File: src/rtl/xxh_pkg.sv
// ----------------------------------------------------------------------------
// xxh_pkg
// Shared types, constants and helpers of the XXH64 stream hash block.
// ----------------------------------------------------------------------------
`default_nettype none

package xxh_pkg;

  localparam logic [63:0] PRIME1 = 64'h9E3779B185EBCA87;
  localparam logic [63:0] PRIME2 = 64'hC2B2AE3D27D4EB4F;
  localparam logic [63:0] PRIME3 = 64'h165667B19E3779F9;
  localparam logic [63:0] PRIME4 = 64'h85EBCA77C2B2AE63;
  localparam logic [63:0] PRIME5 = 64'h27D4EB2F165667C5;
  localparam logic [63:0] PRIME12 = PRIME1 + PRIME2;

  localparam logic [3:0] FULL_BYTES = 4'd8;
  localparam logic [3:0] HALF_BYTES = 4'd4;
  localparam logic [1:0] LANE_LAST = 2'd3;
  localparam logic [1:0] PEND_FULL = 2'd3;

  // Datapath operations
  typedef enum logic [4:0] {
    DP_NOP,
    DP_LOAD,
    DP_STORE,
    DP_BT_ADD_N,
    DP_MUL,
    DP_RND_ADD_LANE,
    DP_RND_ADD_ZERO,
    DP_LANE_WR,
    DP_STRIPE_DONE,
    DP_H_MERGE_INIT,
    DP_H_SHORT_INIT,
    DP_H_ADD_BT,
    DP_H_XOR,
    DP_H_ROT27,
    DP_H_ROT23,
    DP_H_ROT11,
    DP_H_ADD_C,
    DP_H_FROM_PROD,
    DP_W_SHIFT4,
    DP_W_SHIFT1,
    DP_H_XSH33,
    DP_H_XSH29,
    DP_H_XSH32,
    DP_EMIT
  } dp_op_t;

  // Multiplier operand sources
  typedef enum logic [2:0] {
    SRC_WORD,
    SRC_LANE,
    SRC_T,
    SRC_H,
    SRC_W32,
    SRC_BYTE
  } src_t;

  typedef enum logic [2:0] {
    C_PR1,
    C_PR2,
    C_PR3,
    C_PR4,
    C_PR5
  } cst_t;

  typedef struct packed {
    dp_op_t     op;
    src_t       src;
    cst_t       cst;
    logic [1:0] idx;
  } dp_cmd_t;

  typedef struct packed {
    logic       push;
    logic       last;
    logic [1:0] pcnt;
    logic       stripe;
    logic [3:0] n;
    logic       mul_done;
    logic       out_full;
  } dp_sts_t;

  typedef enum logic [5:0] {
    S_IDLE,
    S_DECIDE,
    S_MWAIT,
    S_R1, S_R2, S_R3, S_R4,
    S_SDONE,
    S_HINIT,
    S_M1, S_M2, S_M3, S_M4, S_M5, S_M6,
    S_HBT,
    S_TCHK,
    S_P2, S_P3, S_P4, S_P5, S_P6, S_P7,
    S_Q2, S_Q3, S_Q4, S_Q5, S_Q6,
    S_B2, S_B3, S_B4, S_B5, S_B6,
    S_A1, S_A2, S_A3, S_A4, S_A5, S_A6,
    S_EMIT
  } state_t;

  function automatic logic [63:0] cst_value(input cst_t c);
    logic [63:0] v;
    case (c)
      C_PR1: v = PRIME1;
      C_PR2: v = PRIME2;
      C_PR3: v = PRIME3;
      C_PR4: v = PRIME4;
      C_PR5: v = PRIME5;
      default: v = PRIME1;
    endcase
    return v;
  endfunction

  function automatic logic [63:0] rotl(input logic [63:0] v, input int unsigned s);
    return (v << s) | (v >> (64 - s));
  endfunction

endpackage

`default_nettype wire

File: src/rtl/xxh_ctrl.sv
// ----------------------------------------------------------------------------
// xxh_ctrl
// Sequencer: steps the datapath through lane rounds, merge, tail and avalanche.
// ----------------------------------------------------------------------------
`default_nettype none

module xxh_ctrl
  import xxh_pkg::*;
(
  input  wire logic    clk,
  input  wire logic    rst,
  input  wire logic    in_valid,
  input  wire dp_sts_t sts,
  output logic         in_stall,
  output dp_cmd_t      cmd
);

  state_t     state;
  state_t     state_next;
  state_t     ret;
  state_t     ret_next;
  logic [1:0] idx;
  logic [1:0] idx_next;

  always_ff @(posedge clk) begin
    if (rst) begin
      state <= S_IDLE;
      ret   <= S_IDLE;
      idx   <= 2'd0;
    end else begin
      state <= state_next;
      ret   <= ret_next;
      idx   <= idx_next;
    end
  end

  // next state
  always_comb begin
    state_next = state;
    ret_next   = ret;
    idx_next   = idx;
    case (state)
      S_IDLE: if (in_valid) state_next = S_DECIDE;
      S_DECIDE: begin
        if (sts.push && sts.pcnt != PEND_FULL) begin
          state_next = sts.last ? S_HINIT : S_IDLE;
        end else if (sts.push) begin
          idx_next   = 2'd0;
          state_next = S_R1;
        end else begin
          state_next = S_HINIT;
        end
      end
      S_MWAIT: if (sts.mul_done) state_next = ret;
      S_R1: begin
        ret_next   = S_R2;
        state_next = S_MWAIT;
      end
      S_R2: state_next = S_R3;
      S_R3: begin
        ret_next   = S_R4;
        state_next = S_MWAIT;
      end
      S_R4: begin
        if (idx == LANE_LAST) begin
          state_next = S_SDONE;
        end else begin
          idx_next   = idx + 2'd1;
          state_next = S_R1;
        end
      end
      S_SDONE: state_next = sts.last ? S_HINIT : S_IDLE;
      S_HINIT: begin
        idx_next   = 2'd0;
        state_next = sts.stripe ? S_M1 : S_HBT;
      end
      S_M1: begin
        ret_next   = S_M2;
        state_next = S_MWAIT;
      end
      S_M2: state_next = S_M3;
      S_M3: begin
        ret_next   = S_M4;
        state_next = S_MWAIT;
      end
      S_M4: state_next = S_M5;
      S_M5: begin
        ret_next   = S_M6;
        state_next = S_MWAIT;
      end
      S_M6: begin
        if (idx == LANE_LAST) begin
          state_next = S_HBT;
        end else begin
          idx_next   = idx + 2'd1;
          state_next = S_M1;
        end
      end
      S_HBT: begin
        idx_next   = 2'd0;
        state_next = S_TCHK;
      end
      S_TCHK: begin
        state_next = S_MWAIT;
        if (idx < sts.pcnt) begin
          ret_next = S_P2;
        end else if (sts.n >= HALF_BYTES) begin
          ret_next = S_Q2;
        end else if (sts.n != 4'd0) begin
          ret_next = S_B2;
        end else begin
          state_next = S_A1;
        end
      end
      S_P2: state_next = S_P3;
      S_P3: begin
        ret_next   = S_P4;
        state_next = S_MWAIT;
      end
      S_P4: state_next = S_P5;
      S_P5: state_next = S_P6;
      S_P6: begin
        ret_next   = S_P7;
        state_next = S_MWAIT;
      end
      S_P7: begin
        idx_next   = idx + 2'd1;
        state_next = S_TCHK;
      end
      S_Q2: state_next = S_Q3;
      S_Q3: state_next = S_Q4;
      S_Q4: begin
        ret_next   = S_Q5;
        state_next = S_MWAIT;
      end
      S_Q5: state_next = S_Q6;
      S_Q6: state_next = S_TCHK;
      S_B2: state_next = S_B3;
      S_B3: state_next = S_B4;
      S_B4: begin
        ret_next   = S_B5;
        state_next = S_MWAIT;
      end
      S_B5: state_next = S_B6;
      S_B6: state_next = S_TCHK;
      S_A1: begin
        ret_next   = S_A2;
        state_next = S_MWAIT;
      end
      S_A2: state_next = S_A3;
      S_A3: state_next = S_A4;
      S_A4: begin
        ret_next   = S_A5;
        state_next = S_MWAIT;
      end
      S_A5: state_next = S_A6;
      S_A6: state_next = S_EMIT;
      S_EMIT: if (!sts.out_full) state_next = S_IDLE;
      default: state_next = S_IDLE;
    endcase
  end

  // outputs
  always_comb begin
    in_stall = (state != S_IDLE);
    cmd.op   = DP_NOP;
    cmd.src  = SRC_H;
    cmd.cst  = C_PR1;
    cmd.idx  = idx;
    case (state)
      S_IDLE: if (in_valid) cmd.op = DP_LOAD;
      S_DECIDE: begin
        if (sts.push && sts.pcnt != PEND_FULL) begin
          cmd.op = DP_STORE;
        end else if (!sts.push) begin
          cmd.op = DP_BT_ADD_N;
        end
      end
      S_R1: begin
        cmd.op  = DP_MUL;
        cmd.src = SRC_WORD;
        cmd.cst = C_PR2;
      end
      S_R2: cmd.op = DP_RND_ADD_LANE;
      S_R3: begin
        cmd.op  = DP_MUL;
        cmd.src = SRC_T;
        cmd.cst = C_PR1;
      end
      S_R4:    cmd.op = DP_LANE_WR;
      S_SDONE: cmd.op = DP_STRIPE_DONE;
      S_HINIT: cmd.op = sts.stripe ? DP_H_MERGE_INIT : DP_H_SHORT_INIT;
      S_M1: begin
        cmd.op  = DP_MUL;
        cmd.src = SRC_LANE;
        cmd.cst = C_PR2;
      end
      S_M2: cmd.op = DP_RND_ADD_ZERO;
      S_M3: begin
        cmd.op  = DP_MUL;
        cmd.src = SRC_T;
        cmd.cst = C_PR1;
      end
      S_M4: cmd.op = DP_H_XOR;
      S_M5: begin
        cmd.op  = DP_MUL;
        cmd.src = SRC_H;
        cmd.cst = C_PR1;
      end
      S_M6: begin
        cmd.op  = DP_H_ADD_C;
        cmd.cst = C_PR4;
      end
      S_HBT: cmd.op = DP_H_ADD_BT;
      S_TCHK: begin
        cmd.op = DP_MUL;
        if (idx < sts.pcnt) begin
          cmd.src = SRC_WORD;
          cmd.cst = C_PR2;
        end else if (sts.n >= HALF_BYTES) begin
          cmd.src = SRC_W32;
          cmd.cst = C_PR1;
        end else if (sts.n != 4'd0) begin
          cmd.src = SRC_BYTE;
          cmd.cst = C_PR5;
        end else begin
          cmd.op = DP_H_XSH33;
        end
      end
      S_P2: cmd.op = DP_RND_ADD_ZERO;
      S_P3: begin
        cmd.op  = DP_MUL;
        cmd.src = SRC_T;
        cmd.cst = C_PR1;
      end
      S_P4: cmd.op = DP_H_XOR;
      S_P5: cmd.op = DP_H_ROT27;
      S_P6: begin
        cmd.op  = DP_MUL;
        cmd.cst = C_PR1;
      end
      S_P7: begin
        cmd.op  = DP_H_ADD_C;
        cmd.cst = C_PR4;
      end
      S_Q2: cmd.op = DP_H_XOR;
      S_Q3: cmd.op = DP_H_ROT23;
      S_Q4: begin
        cmd.op  = DP_MUL;
        cmd.cst = C_PR2;
      end
      S_Q5: begin
        cmd.op  = DP_H_ADD_C;
        cmd.cst = C_PR3;
      end
      S_Q6: cmd.op = DP_W_SHIFT4;
      S_B2: cmd.op = DP_H_XOR;
      S_B3: cmd.op = DP_H_ROT11;
      S_B4: begin
        cmd.op  = DP_MUL;
        cmd.cst = C_PR1;
      end
      S_B5: cmd.op = DP_H_FROM_PROD;
      S_B6: cmd.op = DP_W_SHIFT1;
      S_A1: begin
        cmd.op  = DP_MUL;
        cmd.cst = C_PR2;
      end
      S_A2: cmd.op = DP_H_FROM_PROD;
      S_A3: cmd.op = DP_H_XSH29;
      S_A4: begin
        cmd.op  = DP_MUL;
        cmd.cst = C_PR3;
      end
      S_A5: cmd.op = DP_H_FROM_PROD;
      S_A6: cmd.op = DP_H_XSH32;
      S_EMIT: if (!sts.out_full) cmd.op = DP_EMIT;
      default: ;
    endcase
  end

endmodule

`default_nettype wire

File: config.mk
export PLATFORM = sky130hd
export DESIGN_NAME = xxh_ctrl
export DESIGN_NICKNAME = d
export VERILOG_FILES = /design/src/rtl/xxh_pkg.sv /design/src/rtl/xxh_ctrl.sv
export SDC_FILE = /design/constraint.sdc
export NUM_CORES = 1
export LEC_CHECK = 0
export BUFFER_PORTS_ARGS = -buffer_cell sky130_fd_sc_hd__buf_4
export CAP_MARGIN = 5
export CORE_MARGIN = 2
export CORE_UTILIZATION = 35
export DETAILED_ROUTE_END_ITERATION = 10
export PLACE_DENSITY = 0.65
export SYNTH_ARGS = -nofsm -noshare
export SYNTH_HDL_FRONTEND = slang
export SYNTH_SLANG_ARGS = --single-unit
File: constraint.sdc
create_clock -name clk -period 2.1 [get_ports clk]
set_clock_uncertainty 0.2 [all_clocks]
set_input_delay 0.42 -clock clk [delete_from_list [all_inputs] [get_ports clk]]
set_output_delay 0.42 -clock clk [all_outputs]
set_load 0.01 [all_outputs]
==> results of run 1 <==
-- routing by layer --
layer  vias to the layer above  global-route usage  wire [um]
met5                         -                   0          0
met4                         0              0.1857        751
met3                        76             0.08140       1106
met2                       241              0.5052       4825
met1                      1440              0.3953       4030
li1                       1367                   -          -
-- logic make-up (layout without fill, tap and decap cells) --
| family | count (synthesis) | after routing |
|---|---|---|
| AOI/OAI and AO/OA | 97 | 97 |
| xor gates and xnor gates | 2 | 2 |
| adders and majority gates | 2 | 2 |
| buffers and inverters | 31 | 169 |
| DFF | 14 | 14 |
| muxes | 3 | 3 |
| and+or+nand+nor | 139 | 139 |
-- where the power goes --
part | switching (uW) | internal [uW]
Combinational | 392 | 391
Clock | 107 | 167
Sequential | 20.0 | 272
-- worst register-to-register path, cell delays in order (launching register included) --
cell      delay [ns]
dfxtp_4         0.39
buf_6           0.14
and2b_4         0.30
nand3_4         0.11
buf_6           0.15
nand3b_1        0.19
buf_4           0.16
buf_6           0.11
o21ai_4         0.11
mux2i_1         0.24
nor2_1          0.06
-- layout by cell type (no fill, tap or decap), drive strengths merged, types with 3 or more instances in the layout --
cell type,count
a211oi,4
a21oi,23
a22o,3
a22oi,4
a2bb2oi,3
a31o,3
a31oi,8
a32oi,3
and2,4
and3,4
buf,154
clkbuf,7
dfxtp,14
inv,7
mux2i,3
nand2,32
nand2b,10
nand3,11
nand3b,4
nor2,34
nor2b,9
nor3,10
nor3b,4
nor4,6
o2111ai,3
o21a,3
o21ai,13
o221ai,4
o22ai,5
or3,3
-- how the worst max path moves through the flow --
stage	startpoint	endpoint	slack, ns	depth (start not counted)
global route	state[3]	cmd[9]	-0.42	8
finish	state[3]	cmd[2]	-0.35	9
floorplan	state[2]	cmd[2]	0.002	7
CTS	state[2]	cmd[8]	-0.27	8
global placement	state[2]	cmd[8]	-0.26	8
detailed placement	state[2]	cmd[8]	-0.24	8
-- timing repair --
item	4_1_cts	5_1_grt
cloned	1	3
gates resized for setup	63	82
setup endpoints to repair	26	26
setup buffers	14	14
pin swaps	14	34
-- state kept, by name, summed over array words and instances, names as in the netlist --
register	flops
state	6
idx	2
ret	6
-- final cells by class --
cell class,instances,share of cell area
Clock buffer,4,0.01451
Tap cell,70,0.02308
Multi-Input combinational cell,243,0.5143
Sequential cell,14,0.07979
Inverter,8,0.008902
Timing Repair Buffer,157,0.3594
-- stage by stage --
| step | hold slack (ns) | setup WS [ns] | area, um^2 |
|---|---|---|---|
| after floorplan | 0.2366 | 0.001895 | 1916 |
| after global placement | 0.2474 | -0.2624 | 2932 |
| after detailed placement | 0.2559 | -0.2385 | 2932 |
| after CTS | 0.2481 | -0.2714 | 3346 |
| after global routing | 0.2618 | -0.4164 | 3795 |
| final | 0.2495 | -0.3455 | 3795 |
==> results.toml, run 1 <==
[status]
status = "finished, violations left"
violations = "negative setup slack"

[layout]
n_fill_cell = 383
antenna_cells = 0
syn_to_final_growth_pct = 98.89
finalNetCount = 443
finalNonFillerCells = 496
fin_util = 0.7337
drive_above_1_share = 0.6174
seq_area_um2 = 302.8
multiInputGateArea_mm2 = 0.001952

[sta]
finalSetupViolations = 20
tightestPinTransition_ns = 0.3752
slew_headroom = 0.7499
max_freq_mhz = 408.9
fin_crit_sh = 1.165
tns_ns = -3.706
period_minus_slack_ns = 2.446
worst_slack_ns = -0.3455
rsz0062_at_grt = "yes"
hold_violations = 0
drv_slew = 0

[clock_network]
ctsHoldBuffers = 0
htree_levels = 1
cts_tree = "yes"
clock_sinks = 14
cts-root-buf = "clkbuf_8"
cts_made_buffers = 3
clk_pin_slew_worst_paths_ns = 0.06
clkLatencyLatePin_ns = 0.25
cts_buffer_depth = 2

[synthesis]
synth_top_area_share = 0.1469
yosys_warnings = 0
syn_area_mm2 = 0.001908
synth-simple-area-share = 0.3797
synth_adder_area_share = 0.01311
async_flop_share = 0
synth_top_family_by_area = "simple AND/OR/NAND/NOR gates"
yosysSeqAreaShare = 0.1469
syn_nets = 304
synth_cells = 288
synth_compound_area_frac = 0.3554
ys_ff_latch = 14
syn_area_per_cell_um2 = 6.625
synthFlopType = "dfxtp_1"
synth.area.top_cells = "dfxtp_1 (15%), nand2_1 (6.3%), nor2_1 (6.1%)"
synth_edf_count = 0
synth_xor_area_frac = 0.009180
synth_cell_types = 63
muxShareOfSynthArea = 0.01574
synth_commonest_cells = "nand2_1 (32), nor2_1 (31), a21oi_1 (23)"
yosysMostFrequentCell = "nand2_1"
yosysTopAreaCell = "dfxtp_1"

[placement]
placedCellCount = 466
port_buffers = 27
dpl.hpwl_mm = 6.763
gp_congestion = 1.022

[worst_hold_path]
whs_path_depth = 2
min_to = "state[0]"
worstHoldStart = "rst"
min_path_type = "input pin to flop"

[critical_path]
crit_path_frequent_cell = "buf_4"
critPathTopFamily = "buffers and inverters"
cp-start-kind = "flop"
critPathKind = "flop to output port"
max_stage_delay_ns = 0.42
reg2reg_from = "state[3]"
arrival_ns = 1.83
r2r-end = "ret[3]"
cp.required_ns = 1.48
r2r_slack_ns = -0.17
rr_worst_depth = 10
worstPathMaxFanout = 8
end_kind = "output port"
crit_slowest_cell = "dfxtp_4"
worst-path-buf-inv = 4
cp_cell_sequence = "buf_6, buf_4, inv_2, nand2_2, nand2_1, a22oi_1, o22a_1, o221ai_2, buf_4"

[detailed_routing]
drc_errors = 0
via_count = 3124
wirelength_mm = 10.71
drtPass1Iterations = 5
ant_nets = 0
initialDrtViolationCount = 310
wire_per_inst_um = 21.60
avgViaCountPerCell = 6.298

[floorplanning]
io_pins = 28
dieArea_mm2 = 0.006058
rows = 26
core_area_mm2 = 0.005172
start_util = 0.3689
dieHeight_um = 77.84
die_w_um = 77.84

[flow_run]
drv_cap = 0

[global_routing]
antenna_found_initial = 0
grt_max_degree = 18
gr-total-overflow = 0
grt_pass1_vias = 2963
grtUsageTotal = 0.3215
grt_pass1_wl_mm = 15.17

[pwr]
peakVddDrop_mv = 0.4531
powerDensity_mw_per_mm2 = 355.5
leakagePower_uw = 0.001607
total_power_uw = 1349
(Power assumes the default switching activity.)
==> run 2: changes to the inputs <==
- PLACE_DENSITY: 0.65 -> 0.63
- SKIP_LAST_GASP: unset -> 1
- clock period: 2.1 -> 2.7 ns (I/O delays scaled with it)
==> run 2 against run 1 <==
- the run now ends clean
- critical path depth shrank 1
- worst hold slack better by 0.035 ns
- setup slack better by 0.42 ns
==> results.toml, run 2 (synthesis results as in run 1) <==
[layout]
layout_commonest_cell = "buf_4"
final_cell_mix = "buf_4 (64), nand2_1 (32), nor2_1 (29)"
n_fill_cell = 535
drive_above_1_share = 0.2768
syn_to_final_growth_pct = 31.41
antenna_cells = 0
top_regs = "ret: 6 flops, state: 6 flops, idx: 2 flops"
finalNetCount = 353
fin_util = 0.4848

[pwr]
internal-power_uw = 496.8
power_frac_clock = 0.268
p_comb_frac = 0.448
swShare = 0.3758
powerDensity_mw_per_mm2 = 317.4
switching_power_uw = 299.1
power_frac_seq = 0.285
peakVddDrop_mv = 0.2509
leakagePower_uw = 0.001027

[clock_network]
clock_sinks = 14
cts-root-buf = "clkbuf_8"
cts_made_buffers = 3
ctsHoldBuffers = 0
htree_levels = 1
cts_tree = "yes"
cts_buffer_depth = 2
clkLatencyLatePin_ns = 0.25
clk_pin_slew_worst_paths_ns = 0.06

[detailed_routing]
wirelength_mm = 7.648
via_count = 2512
drtPass1Iterations = 6
initialDrtViolationCount = 308
ant_nets = 0
drc_errors = 0
avgViaCountPerCell = 6.187
wire_per_inst_um = 18.84

[floorplanning]
rows = 26
io_pins = 28
dieHeight_um = 77.84
start_util = 0.3689
core_area_mm2 = 0.005172
die_w_um = 77.84
dieArea_mm2 = 0.006058

[global_routing]
grt_max_degree = 40
busiest_layer = "met2"
antenna_found_initial = 0
grt_pass1_wl_mm = 12.17
met1_usage = 0.3586
grt_pass1_vias = 2302
gr-usage-met2 = 0.3862
grtUsageTotal = 0.2541
gr-total-overflow = 0
use_met3 = 0.02326

[critical_path]
cp-start-kind = "flop"
arrival_ns = 1.89
critPathTopFamily = "buffers and inverters"
cp_cell_sequence = "buf_12, inv_1, buf_4, nor2_1, a311o_2, a21oi_2, nand2_1, buf_4"
worst-path-buf-inv = 4
crit_slowest_cell = "a311o_2"
worstPathMaxFanout = 39
max_stage_delay_ns = 0.44
crit_path_frequent_cell = "buf_4"
end_kind = "output port"
cp.required_ns = 1.96
critPathKind = "flop to output port"

[worst_hold_path]
min_path_type = "flop to flop"

[sta]
drv_slew = 0
finalSetupViolations = 0
period_minus_slack_ns = 2.629
fin_crit_sh = 0.9738
hold_violations = 0
rsz0062_at_grt = "yes"
tns_ns = 0
tightestPinTransition_ns = 0.4346
max_freq_mhz = 380.3
slew_headroom = 0.7085

[placement]
port_buffers = 27
dpl.hpwl_mm = 5.874
gp_congestion = 1.021

[status]
status = "finished, final reports clean"

[flow_run]
drv_cap = 0
==> run 2: cell count changes in the layout (fill, tap and decap cells not counted), moves of 7 or more <==
cell and delta:
buf_4 -67, buf_6 -16, a21oi_1 +10, a21oi_2 -10, nor2_1 +9, nand2_1 +8, nor2b_1 +7
==> run 2: final cells by class <==
| class | count | area, um^2 | share of cell area |
|---|---|---|---|
| multi-input combinational | 243 | 1505 | 0.6003 |
| clock buffer | 4 | 55.05 | 0.02196 |
| inverter | 8 | 30.03 | 0.01198 |
| timing repair buffer | 67 | 540.5 | 0.2156 |
| tap | 70 | 87.58 | 0.03493 |
| sequential | 14 | 289.0 | 0.1153 |
==> run 2: path summary, 6_finish.rpt <==
kind                            startpoint       to  slack [ns]  cells past startpoint
worst max-delay path              state[0]  cmd[10]        0.07                      8
worst min-delay path                ret[4]   ret[4]        0.28                      2
worst max register to register    state[0]   ret[4]        0.30                      8
worst min register to register      ret[4]   ret[4]        0.28                      2
==> run 2: routing by layer <==
metal	wire length [um]	vias up	part of all wire
li1	-	1177	-
met1	3356	1162	0.44
met2	3351	139	0.44
met3	610	34	0.080
met4	329	0	0.043
met5	0	-	0
==> run 2: tightest hold or removal path, stage by stage, from the launching register on <==
cell and delay (ns):
dfxtp_1 0.32, nand2_1 0.06, a21oi_1 0.06
==> run 2: power groups by stage <==
stage	sequential [uW]	combinational (uW)	clock, uW
2_1_floorplan	220	206	0
3_3_place_gp	231	346	0
3_5_place_dp	231	343	0
4_1_cts	227	344	218
5_1_grt	227	383	223
6_report	226	356	213
==> run 2: per-stage QoR <==
step	std cells	setup slack (ns)	instance area [um^2]	power [uW]	hold slack (ns)
CTS	406	0.009894	2477	789.3	0.2866
global placement	402	0.1130	2414	576.7	0.2490
global route	406	-0.03500	2507	833.5	0.2955
floorplan	288	0.4592	1908	426.3	0.2366
finish	406	0.07080	2507	795.9	0.2841
detailed placement	402	0.1192	2414	573.5	0.2755
==> run 2: what timing repair did <==
action,CTS,global route
buffers inserted,0,0
endpoints found under the setup margin,6,8
resized for setup,3,9
==> run 3: changes to the inputs <==
--- a/config.mk
+++ b/config.mk
@@ -11,4 +11,5 @@
 export CORE_UTILIZATION = 35
 export DETAILED_ROUTE_END_ITERATION = 10
+export GPL_ROUTABILITY_DRIVEN = 0
 export PLACE_DENSITY = 0.63
 export SKIP_LAST_GASP = 1
==> constraint.sdc (replaced) <==
create_clock -name clk -period 2.7 [get_ports clk]
set_clock_uncertainty 0.2 [all_clocks]
set_input_delay 0.135 -clock clk [delete_from_list [all_inputs] [get_ports clk]]
set_output_delay 0.135 -clock clk [all_outputs]
set_load 0.01 [all_outputs]
==> run 3 against run 2 <==
- wire length fell by 6.1%
- worst hold slack got worse by 0.24 ns
- utilization is 3.6 points lower
- register-to-register slack lost 0.03 ns
- global-route usage is 1.1 points lower
- sequential power barely moved
- largest power group unchanged
==> results.toml, run 3 (synthesis results as in run 1) <==
[clock_network]
cts_made_buffers = 3
htree_levels = 1
cts-root-buf = "clkbuf_8"
clock_sinks = 14
cts_tree = "yes"
postCtsSetupBuffers = 0
clkLatencyLatePin_ns = 0.25
clk_pin_slew_worst_paths_ns = 0.06
cts_buffer_depth = 2

[critical_path]
cp.required_ns = 2.37
cp-start-kind = "flop"
r2r_slack_ns = 0.27
crit_start = "state[3]"
critPathKind = "flop to output port"
rr_worst_depth = 7
reg2reg_from = "state[3]"
arrival_ns = 2.30
r2r-end = "idx[0]"
end_kind = "output port"
worstPathMaxFanout = 12

[floorplanning]
rows = 26
dieHeight_um = 77.84
start_util = 0.3689
die_w_um = 77.84
io_pins = 28
core_area_mm2 = 0.005172
dieArea_mm2 = 0.006058

[sta]
finalSetupViolations = 0
rsz0062_at_grt = "no"
hold_violations = 0
slew_headroom = 0.5555
period_minus_slack_ns = 2.631
tightestPinTransition_ns = 0.6658
fin_crit_sh = 0.9744
finalHoldWorstSlack_ns = 0.04010
drv_slew = 0
max_freq_mhz = 380.1
tns_ns = 0

[worst_hold_path]
min_to = "ret[1]"
min_path_type = "input pin to flop"
worstHoldStart = "sts[5]"
whs_path_depth = 3

[layout]
fin_util = 0.4490
layout_commonest_cell = "buf_4"
top_regs = "ret: 6 flops, state: 6 flops, idx: 2 flops"
drive_above_1_share = 0.2150
syn_to_final_growth_pct = 21.71
final_cell_mix = "buf_4 (51), nand2_1 (32), nor2_1 (31)"
finalInstanceArea_mm2 = 0.002322
finalNetCount = 338
antenna_cells = 0

[global_routing]
grt_pass1_wl_mm = 11.86
antenna_found_initial = 0
busiest_layer = "met2"
use_met3 = 0.07442
grtUsageTotal = 0.2429
gr-total-overflow = 0
gr-usage-met2 = 0.3578
met1_usage = 0.3158
grt_max_degree = 29
grt_pass1_vias = 2340

[detailed_routing]
drc_errors = 0
ant_nets = 0
initialDrtViolationCount = 296
wirelength_mm = 7.180
avgViaCountPerCell = 6.430
via_count = 2514
drtPass1Iterations = 5
wire_per_inst_um = 18.36

[pwr]
peakVddDrop_mv = 0.3100
powerDensity_mw_per_mm2 = 330.0
leakagePower_uw = 0.0009332

[placement]
port_buffers = 27
dpl.hpwl_mm = 5.530
place_area_mm2 = 0.002256

[flow_run]
drv_cap = 0

[status]
status = "finished, final reports clean"
## run 3: changes by cell type in the layout (fill, tap and decap cells not counted), sizes merged
cell and delta:
buf -16, dlygate4sd3 +1
## run 3: worst max-delay path by stage
stage	cells after the start	end	slack [ns]
finish	7	cmd[12]	0.07
floorplan	7	state[2]	0.73
global placement	6	ret[4]	0.28
detailed placement	6	ret[3]	0.24
global route	6	cmd[8]	0.005
CTS	6	cmd[10]	0.007
## run 3: where the power goes
part / switching, uW / leakage [uW] / internal, uW / total (uW)
Clock: 81.7 / 0.0000288 / 129 / 211
Combinational: 198 / 0.000791 / 134 / 332
Sequential: 9.99 / 0.000114 / 213 / 223
## run 3: timing repair
action                                 CTS  global route
setup endpoints to repair                0             7
endpoints found under the hold margin   14             0
gates resized for setup                  0             1
hold buffers                             1             0
## run 3: worst max-delay path, stage by stage, from the launching register on
cell     delay (ns)
dfxtp_1        0.64
buf_4          0.26
and2b_1        0.27
nand3_2        0.18
nor2_1         0.12
a21oi_1        0.30
nand3_1        0.12
buf_4          0.15
## run 3: cell type report
cell class | instances | area (um^2)
fillers | 526 | 2850
multi-input cells | 243 | 1475
repair buffers | 52 | 392.9
flip-flops and latches | 14 | 281.5
well taps | 70 | 87.58
clock buffers | 4 | 55.05
inverters | 8 | 30.03
## run 3: per-stage QoR
stage / std cells / worst slack [ns] / power (uW)
floorplan: 288 / 0.7293 / 426.3
global placement: 386 / 0.2844 / 545.4
detailed placement: 386 / 0.2408 / 546.5
CTS: 391 / 0.007292 / 758.3
global route: 391 / 0.005187 / 813.1
finish: 391 / 0.06906 / 766.3
## run 3: layer usage
| metal | share of wire | vias to the layer above |
|---|---|---|
| li1 | - | 1148 |
| met1 | 0.40 | 1124 |
| met2 | 0.42 | 198 |
| met3 | 0.13 | 44 |
| met4 | 0.048 | 0 |
| met5 | 0 | - |
